--- src/sv/kse_pkg.sv ---
// package: sizes, payload structs, state codes and helpers for the spanning edge lister
package kse_pkg;

    localparam int MAX_ROOMS  = 8;
    localparam int DIST_BITS  = 16;
    localparam int ROOM_FIELD_BITS = 3;
    localparam int DIST_FIELD_BITS = 16;

    localparam int ROOM_BITS  = (MAX_ROOMS > 2) ? $clog2(MAX_ROOMS) : 1;
    localparam int COUNT_BITS = $clog2(MAX_ROOMS + 1);
    localparam int PAIR_COUNT = MAX_ROOMS * (MAX_ROOMS - 1) / 2;
    localparam int PAIR_BITS  = (PAIR_COUNT > 1) ? $clog2(PAIR_COUNT) : 1;

    typedef logic [ROOM_BITS-1:0]  room_t;
    typedef logic [COUNT_BITS-1:0] room_count_t;
    typedef logic [PAIR_BITS-1:0]  pair_idx_t;
    typedef logic [DIST_BITS-1:0]  dist_t;

    typedef struct packed {
        logic [ROOM_FIELD_BITS-1:0] room_a;
        logic [ROOM_FIELD_BITS-1:0] room_b;
        logic [DIST_FIELD_BITS-1:0] distance;
        logic                       final_pair;
    } pair_in_t;

    typedef struct packed {
        logic [ROOM_FIELD_BITS-1:0] edge_high;
        logic [ROOM_FIELD_BITS-1:0] edge_low;
        logic                       last_edge;
    } edge_out_t;

    typedef struct packed {
        logic        clear;
        logic        latch_a;
        logic        merge;
        room_count_t room_count;
        room_t       room_a;
        room_t       room_b;
    } comp_cmd_t;

    typedef enum logic [2:0] {
        ST_IDLE,
        ST_SCAN,
        ST_DRAIN,
        ST_PICK,
        ST_MERGE,
        ST_EMIT
    } kse_state_t;

    // index of the first pair whose larger room is a: a*(a-1)/2
    function automatic pair_idx_t pair_base(input room_t a);
        logic [2*ROOM_BITS-1:0] prod;
        prod = (2*ROOM_BITS)'(a) * (2*ROOM_BITS)'(a - 1'b1);
        return PAIR_BITS'(prod >> 1);
    endfunction

endpackage

--- src/sv/kse_components.sv ---
// component labels of the rooms: clear, union by relabeling, all-joined flag
module kse_components import kse_pkg::*; (
    input  logic      aclk,
    input  logic      aresetn,
    input  comp_cmd_t cmd,
    output logic      joined
);

    room_t       label_reg [MAX_ROOMS];
    room_t       la_reg;
    room_count_t count_reg;
    room_t       lb;

    assign lb = label_reg[cmd.room_b];

    always_ff @(posedge aclk) begin
        if (!aresetn) begin
            for (int i = 0; i < MAX_ROOMS; i++) begin
                label_reg[i] <= ROOM_BITS'(i);
            end
            count_reg <= '0;
        end else if (cmd.clear) begin
            for (int i = 0; i < MAX_ROOMS; i++) begin
                label_reg[i] <= ROOM_BITS'(i);
            end
            count_reg <= cmd.room_count;
        end else if (cmd.merge && (la_reg != lb)) begin
            for (int i = 0; i < MAX_ROOMS; i++) begin
                if (label_reg[i] == lb) begin
                    label_reg[i] <= la_reg;
                end
            end
        end
    end

    always_ff @(posedge aclk) begin
        if (cmd.latch_a) begin
            la_reg <= label_reg[cmd.room_a];
        end
    end

    always_comb begin
        joined = 1'b1;
        for (int i = 0; i < MAX_ROOMS; i++) begin
            if ((COUNT_BITS'(i) < count_reg) && (label_reg[i] != label_reg[0])) begin
                joined = 1'b0;
            end
        end
    end

endmodule

--- src/sv/kruskal_spanning_edge_lister_core.sv ---
// top level: pair distance memory, minimum scan and result register
// each result after the final pair needs a full scan, with one memory read per pair,
// P = rooms*(rooms-1)/2 reads, followed by the drain, pick, merge and emit states,
// plus any output stall
// throughput: one input transfer per cycle while idle; results one per scan
// reset: clears control, labels and visited flags; distances stay unknown until written
module kruskal_spanning_edge_lister_core import kse_pkg::*; (
    input  logic      aclk,
    input  logic      aresetn,
    input  logic      s_valid,
    output logic      s_ready,
    input  pair_in_t  s_payload,
    output logic      m_valid,
    input  logic      m_ready,
    output edge_out_t m_payload
);

    kse_state_t state_reg, state_next;

    dist_t pair_mem [PAIR_COUNT];
    dist_t rdata_reg;

    pair_idx_t k_reg, k_next;
    pair_idx_t last_k_reg, last_k_next;
    room_t     pa_reg, pa_next;
    room_t     pb_reg, pb_next;

    logic      cmp_valid_reg;
    pair_idx_t cmp_k_reg;
    room_t     cmp_a_reg, cmp_b_reg;

    logic      found_reg;
    dist_t     best_dist_reg;
    pair_idx_t best_k_reg;
    room_t     best_a_reg, best_b_reg;

    logic [PAIR_COUNT-1:0] used_reg;

    logic      m_valid_reg;
    edge_out_t m_payload_reg;

    logic      accept;
    logic      room_ok;
    room_t     in_a, in_b;
    logic      wr_en;
    pair_idx_t wr_addr;
    logic      start;
    logic      issue;
    logic      load_out;
    logic      joined;
    comp_cmd_t cmd;

    assign s_ready   = (state_reg == ST_IDLE);
    assign accept    = s_valid && s_ready;
    assign room_ok   = int'(s_payload.room_a) < MAX_ROOMS;
    assign in_a      = ROOM_BITS'(s_payload.room_a);
    assign in_b      = ROOM_BITS'(s_payload.room_b);
    assign wr_en     = accept && room_ok && (s_payload.room_b < s_payload.room_a);
    assign wr_addr   = pair_base(in_a) + PAIR_BITS'(in_b);
    assign start     = accept && room_ok && s_payload.final_pair && (s_payload.room_a != '0);
    assign issue     = (state_reg == ST_SCAN);
    assign load_out  = (state_reg == ST_EMIT) && (!m_valid_reg || m_ready);

    assign m_valid   = m_valid_reg;
    assign m_payload = m_payload_reg;

    always_comb begin
        cmd            = '0;
        cmd.clear      = start;
        cmd.latch_a    = (state_reg == ST_PICK);
        cmd.merge      = (state_reg == ST_MERGE);
        cmd.room_count = COUNT_BITS'(in_a) + 1'b1;
        cmd.room_a     = best_a_reg;
        cmd.room_b     = best_b_reg;
    end

    kse_components u_components (
        .aclk    (aclk),
        .aresetn (aresetn),
        .cmd     (cmd),
        .joined  (joined)
    );

    // distance memory
    always_ff @(posedge aclk) begin
        if (wr_en) begin
            pair_mem[wr_addr] <= DIST_BITS'(s_payload.distance);
        end
        rdata_reg <= pair_mem[k_reg];
    end

    always_ff @(posedge aclk) begin
        if (!aresetn) begin
            state_reg  <= ST_IDLE;
            k_reg      <= '0;
            last_k_reg <= '0;
            pa_reg     <= '0;
            pb_reg     <= '0;
        end else begin
            state_reg  <= state_next;
            k_reg      <= k_next;
            last_k_reg <= last_k_next;
            pa_reg     <= pa_next;
            pb_reg     <= pb_next;
        end
    end

    always_comb begin
        state_next  = state_reg;
        k_next      = k_reg;
        last_k_next = last_k_reg;
        pa_next     = pa_reg;
        pb_next     = pb_reg;
        unique case (state_reg)
            ST_IDLE: begin
                if (start) begin
                    state_next  = ST_SCAN;
                    last_k_next = pair_base(in_a) + PAIR_BITS'(in_a) - 1'b1;
                    k_next      = '0;
                    pa_next     = ROOM_BITS'(1);
                    pb_next     = '0;
                end
            end
            ST_SCAN: begin
                k_next = k_reg + 1'b1;
                if (pb_reg + 1'b1 == pa_reg) begin
                    pa_next = pa_reg + 1'b1;
                    pb_next = '0;
                end else begin
                    pb_next = pb_reg + 1'b1;
                end
                if (k_reg == last_k_reg) begin
                    state_next = ST_DRAIN;
                end
            end
            ST_DRAIN: begin
                state_next = ST_PICK;
            end
            ST_PICK: begin
                state_next = found_reg ? ST_MERGE : ST_IDLE;
            end
            ST_MERGE: begin
                state_next = ST_EMIT;
            end
            ST_EMIT: begin
                if (load_out) begin
                    if (joined) begin
                        state_next = ST_IDLE;
                    end else begin
                        state_next = ST_SCAN;
                        k_next     = '0;
                        pa_next    = ROOM_BITS'(1);
                        pb_next    = '0;
                    end
                end
            end
            default: state_next = ST_IDLE;
        endcase
    end

    // compare stage works on the registered memory read data in the cycle after the read
    always_ff @(posedge aclk) begin
        if (!aresetn) begin
            cmp_valid_reg <= 1'b0;
            found_reg     <= 1'b0;
        end else begin
            cmp_valid_reg <= issue;
            if (issue && (k_reg == '0)) begin
                found_reg <= 1'b0;
            end else if (cmp_valid_reg && !used_reg[cmp_k_reg]
                         && (!found_reg || (rdata_reg < best_dist_reg))) begin
                found_reg <= 1'b1;
            end
        end
    end

    always_ff @(posedge aclk) begin
        cmp_k_reg <= k_reg;
        cmp_a_reg <= pa_reg;
        cmp_b_reg <= pb_reg;
        if (cmp_valid_reg && !used_reg[cmp_k_reg]
            && (!found_reg || (rdata_reg < best_dist_reg))) begin
            best_dist_reg <= rdata_reg;
            best_k_reg    <= cmp_k_reg;
            best_a_reg    <= cmp_a_reg;
            best_b_reg    <= cmp_b_reg;
        end
    end

    // visited flags
    always_ff @(posedge aclk) begin
        if (!aresetn || start) begin
            used_reg <= '0;
        end else if ((state_reg == ST_PICK) && found_reg) begin
            used_reg[best_k_reg] <= 1'b1;
        end
    end

    // result register
    always_ff @(posedge aclk) begin
        if (!aresetn) begin
            m_valid_reg <= 1'b0;
        end else if (load_out) begin
            m_valid_reg <= 1'b1;
        end else if (m_ready) begin
            m_valid_reg <= 1'b0;
        end
    end

    always_ff @(posedge aclk) begin
        if (load_out) begin
            m_payload_reg.edge_high <= ROOM_FIELD_BITS'(best_a_reg);
            m_payload_reg.edge_low  <= ROOM_FIELD_BITS'(best_b_reg);
            m_payload_reg.last_edge <= joined;
        end
    end

endmodule

--- config.mk ---
export PLATFORM = sky130hd
export DESIGN_NAME = kruskal_spanning_edge_lister_core
export DESIGN_NICKNAME = d
export VERILOG_FILES = /design/src/sv/kse_pkg.sv /design/src/sv/kse_components.sv /design/src/sv/kruskal_spanning_edge_lister_core.sv
export SDC_FILE = /design/constraint.sdc
export NUM_CORES = 1
export LEC_CHECK = 0
export BUFFER_PORTS_ARGS = -buffer_cell sky130_fd_sc_hd__buf_2
export CORE_MARGIN = 4
export CORE_UTILIZATION = 40
export CTS_CLUSTER_SIZE = 40
export DETAILED_ROUTE_END_ITERATION = 6
export GPL_TIMING_DRIVEN = 0
export SETUP_SLACK_MARGIN = 0.1
export SYNTH_ARGS = -nofsm -noshare
export SYNTH_HDL_FRONTEND = slang
export SYNTH_HIERARCHICAL = 1
export SYNTH_SLANG_ARGS = --single-unit
--- constraint.sdc ---
create_clock -name aclk -period 5.8 [get_ports aclk]
set_input_delay 1.74 -clock aclk [delete_from_list [all_inputs] [get_ports aclk]]
set_output_delay 1.74 -clock aclk [all_outputs]
set_load 0.1 [all_outputs]
Yosys cells after proc, flatten, opt, wreduce, memory -nomap -nowiden --
Memory sizes are Yosys's and may differ from the RTL's. A register that Yosys moved wholly into a read port is not among the register bits. Cells that the tools add are included.
Storage, ports and cells: flip-flop bits (word level) 99, memories 2, logic and storage cells 219, input bits 27, memory bits (writable) 472, output and inout port bits 9
Operators by class: equality and inequality tests 28, $lt $le $gt $ge 12, $mul 1, bitwise gates (word level) 18, mux-type cells 95, reduce and logical (&&, ||, !) cells 35, $add $sub $neg 8
Memories:
- pair_mem | words 28, width 16, rd ports 1, clocked after Yosys merged registers in 1, write ports 1, line kruskal_spanning_edge_lister_core.sv:20 | dist_t pair_mem [PAIR_COUNT];
- u_components.label_reg | words 8, width 3, rd ports 10, clocked after Yosys merged registers in 2, write ports 8, line kse_components.sv:9 | room_t label_reg [MAX_ROOMS];
Operators by type and width (number):
- two-way mux 3 bit | 28
- two-way mux 1 bit | 58
- bitwise OR 28 bit | 1
- == test 3 bit | 9
- != test 3 bit | 8
- logical AND 1 bit | 18
- case mux 3 bit (3 select lines) | 2
- case mux 3 bit (6 select lines) | 1
- < comparator 16 bit | 1
- < comparator 3 x 4 -> 1 bit, first input constant | 4
- bitwise OR 1 bit | 16
- two-way mux 5 bit | 3
- case mux 5 bit (3 select lines) | 1
- < comparator 5 x 6 -> 1 bit, second input constant | 2
- adder 5 x 3 -> 5 bit | 2
- < comparator 2 x 4 -> 1 bit, first input constant | 2
- adder 3 x 1 -> 3 bit, second input constant | 2
- == test 3 x 2 -> 1 bit, second input constant | 2
- == test 3 bit, second input constant | 2
- multiplier 4 x 4 -> 6 bit | 1
- != test 2 x 1 -> 1 bit, second input constant | 3
- nonzero test 3 bit | 2
- adder 5 x 1 -> 5 bit, second input constant | 1
- binary-select mux 1 bit (select 5 bit) | 1
- 21 further kinds | 27

Logic depth before layout (Yosys ltp) --
An unclocked memory read counts as a cell.
depth in word-level cells 13, depth in mapped cells 18

Cells and area by module --
Netlist, hierarchy kept.
Modules (own cells, without submodules):
- kruskal_spanning_edge_lister_core | cells each 1206, times used 1, area an instance 22130.0 um^2
- kse_components | cells each 199, times used 1, area an instance 2245.9 um^2

Worst setup path after synthesis --
OpenSTA, ideal clock, no wires.
path kind input to register, start point input port s_payload[20] in the netlist's numbering, end point memory pair_mem[0][0] in the netlist's numbering, enable pin, stages 14, buffers on the path 1, setup slack 104 ps, arrival 5308 ps, data required time 5412 ps, library setup time 388 ps, cell sequence inv_1 > ha_1 > nand2b_1 > fa_1 > inv_1 > ha_1 > ha_1 > fa_1 > xnor2_1 > xnor3_2 > xor2_1 > nand2b_1 > buf_2 > nor2_1
Between the ends: word-level cells in the longest chain between the ends 4
RTL lines:
- start, declared | line kruskal_spanning_edge_lister_core.sv:12 | input pair_in_t s_payload,
- branches (longest 4 deep; another with multiplier 4 x 4 -> 6 bit)
- end, declared | line kruskal_spanning_edge_lister_core.sv:20
Several ways; the timed one is not identified.

Worst setup path after layout --
start point input port s_payload[20] in the netlist's numbering, end point memory pair_mem[20][2] in the netlist's numbering, enable pin
The elaborated chain is that of the path after synthesis.

==> summary.md <==
| Metric | Value |
|---|---|
| Status | `completed` |
| Peak Freq | `0.1775 GHz` |
| Clock power share | `0.404` |
| Gpl congestion | `0.8127` |
| Syn_area_per_cell | `17.35 µm²` |
| Overflow after GRT | `0` |
| Async set-reset flop share out of synthesis | `0` |
| Relative slew slack | `0.1306` |
| Hold crit path type | `flop to flop` |
| Power Density | `346.0 mW/mm²` |
| Post-DR wirelength/cell | `23.70 µm` |
| Global-route wire length before repair | `83,510 µm` |
| # Max-Cap Violations | `0` |
| Max VDD drop | `259.0 µV` |
| Residual DRC | `0` |
| Worst Setup Start Kind | `input pin` |
| Number of buffers created by CTS | `61` |
| Sequential-to-total area share from yosys stat | `0.6923` |
| Final Power | `9754 µW` |
| Number of global-route vias before repair | `13,190` |
| Clock Skews | `0.02634 ns` |
| Fin cells | `2,366` |
| Skew-Pair Late Insertion Delay | `0.63 ns` |
| Ant. Diodes | `0` |
| Final Cycle Share | `0.9715` |
| Mapped Nets | `1,480` |
| Placed insts | `2,250` |
| Final HPWL DP | `37,330 µm` |
| Crit Path Category | `input pin to flop` |
| Final WL | `56,060 µm` |
| Worst-margin pin slew | `1.304 ns` |
| Power share of the combinational group | `0.106` |
| Multi-input logic area | `0.007257 mm²` |
| Main synth FF type | `edfxtp_1` |
| Hold slack final | `0.3474 ns` |
| Synth cell types | `68` |
| DIE AREA | `0.06495 mm²` |
| Share of layout cells above drive strength 1 | `0.2222` |
| Chip height | `254.9 µm` |
| Synth warn | `6` |
| Mapped Cells | `1,405` |
| Initial antenna violation count | `0` |
| Initial core utilization | `0.4039` |
| Pleak | `0.009074 µW` |
| IO Count | `36` |
| Post-DR vias/cell | `5.459` |
| CP Capture Type | `flop` |
| Reg power frac | `0.490` |
| Final slew viol count | `0` |
| CTS tree | `yes` |
| Yosys reg bits | `590` |
| Final design utilization | `0.4671` |
| Switching part of the total power | `0.2351` |
| Die width | `254.9 µm` |
| Final Setup Violations | `0` |
| Clock sink total | `590` |
| GRT Util Overall | `0.1731` |
| Hold Fails Final Rpt | `0` |
| Fin crit period | `5.635 ns` |
| Max reg flops | `448` |
| Row Count | `90` |
| CORE AREA | `0.06036 mm²` |
| Switching pwr | `2293 µW` |
| Mapped cell area | `0.02438 mm²` |
| Most common cell after layout, fill and taps aside | `edfxtp_1` |
| Largest net degree at the start of global routing | `29` |
| Sequential cell area | `0.01688 mm²` |
| Data required time of the critical path | `6.13 ns` |
| Routed Antenna Nets | `0` |
| Fillers | `5,145` |
| Critical path peak fanout | `10` |
| Htree depth | `2` |
| Worst-path clk slew | `0.06 ns` |
| RSZ-0062 raised after global routing | `yes` |
| Routed vias | `12,920` |
| Most frequent cells in the layout | `506 x edfxtp_1, 130 x mux4_2, 84 x dfxtp_1` |
| Cell-internal power | `7461 µW` |
| Initial drt markers | `1,208` |
| Port bufs | `35` |
| CP Data Arrival Time | `5.96 ns` |
| CTS root buf | `clkbuf_16` |
| Nets | `1,607` |
| Area delta synth->final | `15.66%` |
| Initial DRT Pass Iterations | `6` |
| Post-synth EDFFs | `506` |
| Max Root-Sink Buffers | `3` |
power by group through the flow:
stage                     clock (µW)  combinational, µW  sequential, µW
after floorplan                    0                667            4850
after global placement             0                946            4870
after detailed placement           0                998            4870
after CTS                       4020               1010            4780
after global routing            4190               1130            4790
final                           3940               1040            4780
through the flow:
stage               instance area, µm²  TNS, ns  setup slack [ns]
finish                           28190        0            0.1653
global route                     28190  -0.2255          -0.02894
CTS                              28070        0           0.02947
detailed placement               26030  -213.36           -0.9284
global placement                 25530  -507.18            -1.300
floorplan                        24380        0            0.1036
critical path, stage by stage:
cell and delay [ns]:
buf_2 0.20, inv_1 0.16, ha_1 0.36, nand2b_1 0.18, fa_1 0.37, inv_1 0.06
ha_1 0.22, ha_1 0.32, fa_1 0.44, xnor2_1 0.18, xnor3_2 0.38, xor2_1 0.25
nand2_1 0.35, nor2_2 0.54, buf_8 0.22
Yosys cell counts (all sizes together), types with 4 or more instances:
master	instances	area, µm²
a211oi	4	30.03
a21o	22	165.2
a21oi	45	236.5
a31oi	10	62.56
buf	28	146.4
clkbuf	37	138.9
dfxtp	84	1682
edfxtp	506	15190
ha	45	563.0
inv	37	138.9
mux2i	66	685.7
mux4	130	2928
nand2	46	172.7
nand2b	23	143.9
nand3	28	150.1
nor2	90	340.3
nor2b	13	81.33
nor3	13	70.07
nor3b	6	60.06
o21ai	38	190.2
o22ai	17	106.4
xnor2	26	227.7
xor2	35	306.5
final cells by class:
class | instances | share of cell area
buffer | 65 | 0.01012
clock buffer | 82 | 0.05912
clock inverter | 33 | 0.01269
inverter | 38 | 0.005059
multi-input combinational | 712 | 0.2574
sequential | 590 | 0.5986
tap | 782 | 0.03471
timing repair buffer | 64 | 0.02228
final timing paths:
check | cells after the start | slack, ns | from | end
min reg2reg | 0 | 0.35 | k_reg[3] | cmp_k_reg[3]
max | 15 | 0.17 | s_payload[20] | pair_mem[20][2]
min | 0 | 0.35 | k_reg[3] | cmp_k_reg[3]
max reg2reg | 5 | 2.27 | cmp_k_reg[2] | best_k_reg[3]
per-layer routing:
layer | up-vias | wire length (µm) | GRT usage
met5 | - | 0 | 0
met2 | 340 | 27720 | 0.2896
met3 | 68 | 2667 | 0.02236
met1 | 6727 | 24400 | 0.2413
li1 | 5780 | - | -
met4 | 0 | 1273 | 0.04957
timing repair:
item                                    CTS  global route
gates resized for setup                   2            18
hold buffers                              0             0
pin swaps                                 0             1
buffers inserted                          0             1
endpoints found under the setup margin  146           257
logic make-up after synthesis:
family	Yosys count	synth area share
compound gates	158	0.04070
mux	199	0.1496
xor+xnor	64	0.02479
buf+inv	103	0.01755
flops	590	0.6923
simple gates	243	0.04943
fa+ha+maj	48	0.02556
Note: power is estimated with default switching activity, not from simulation.
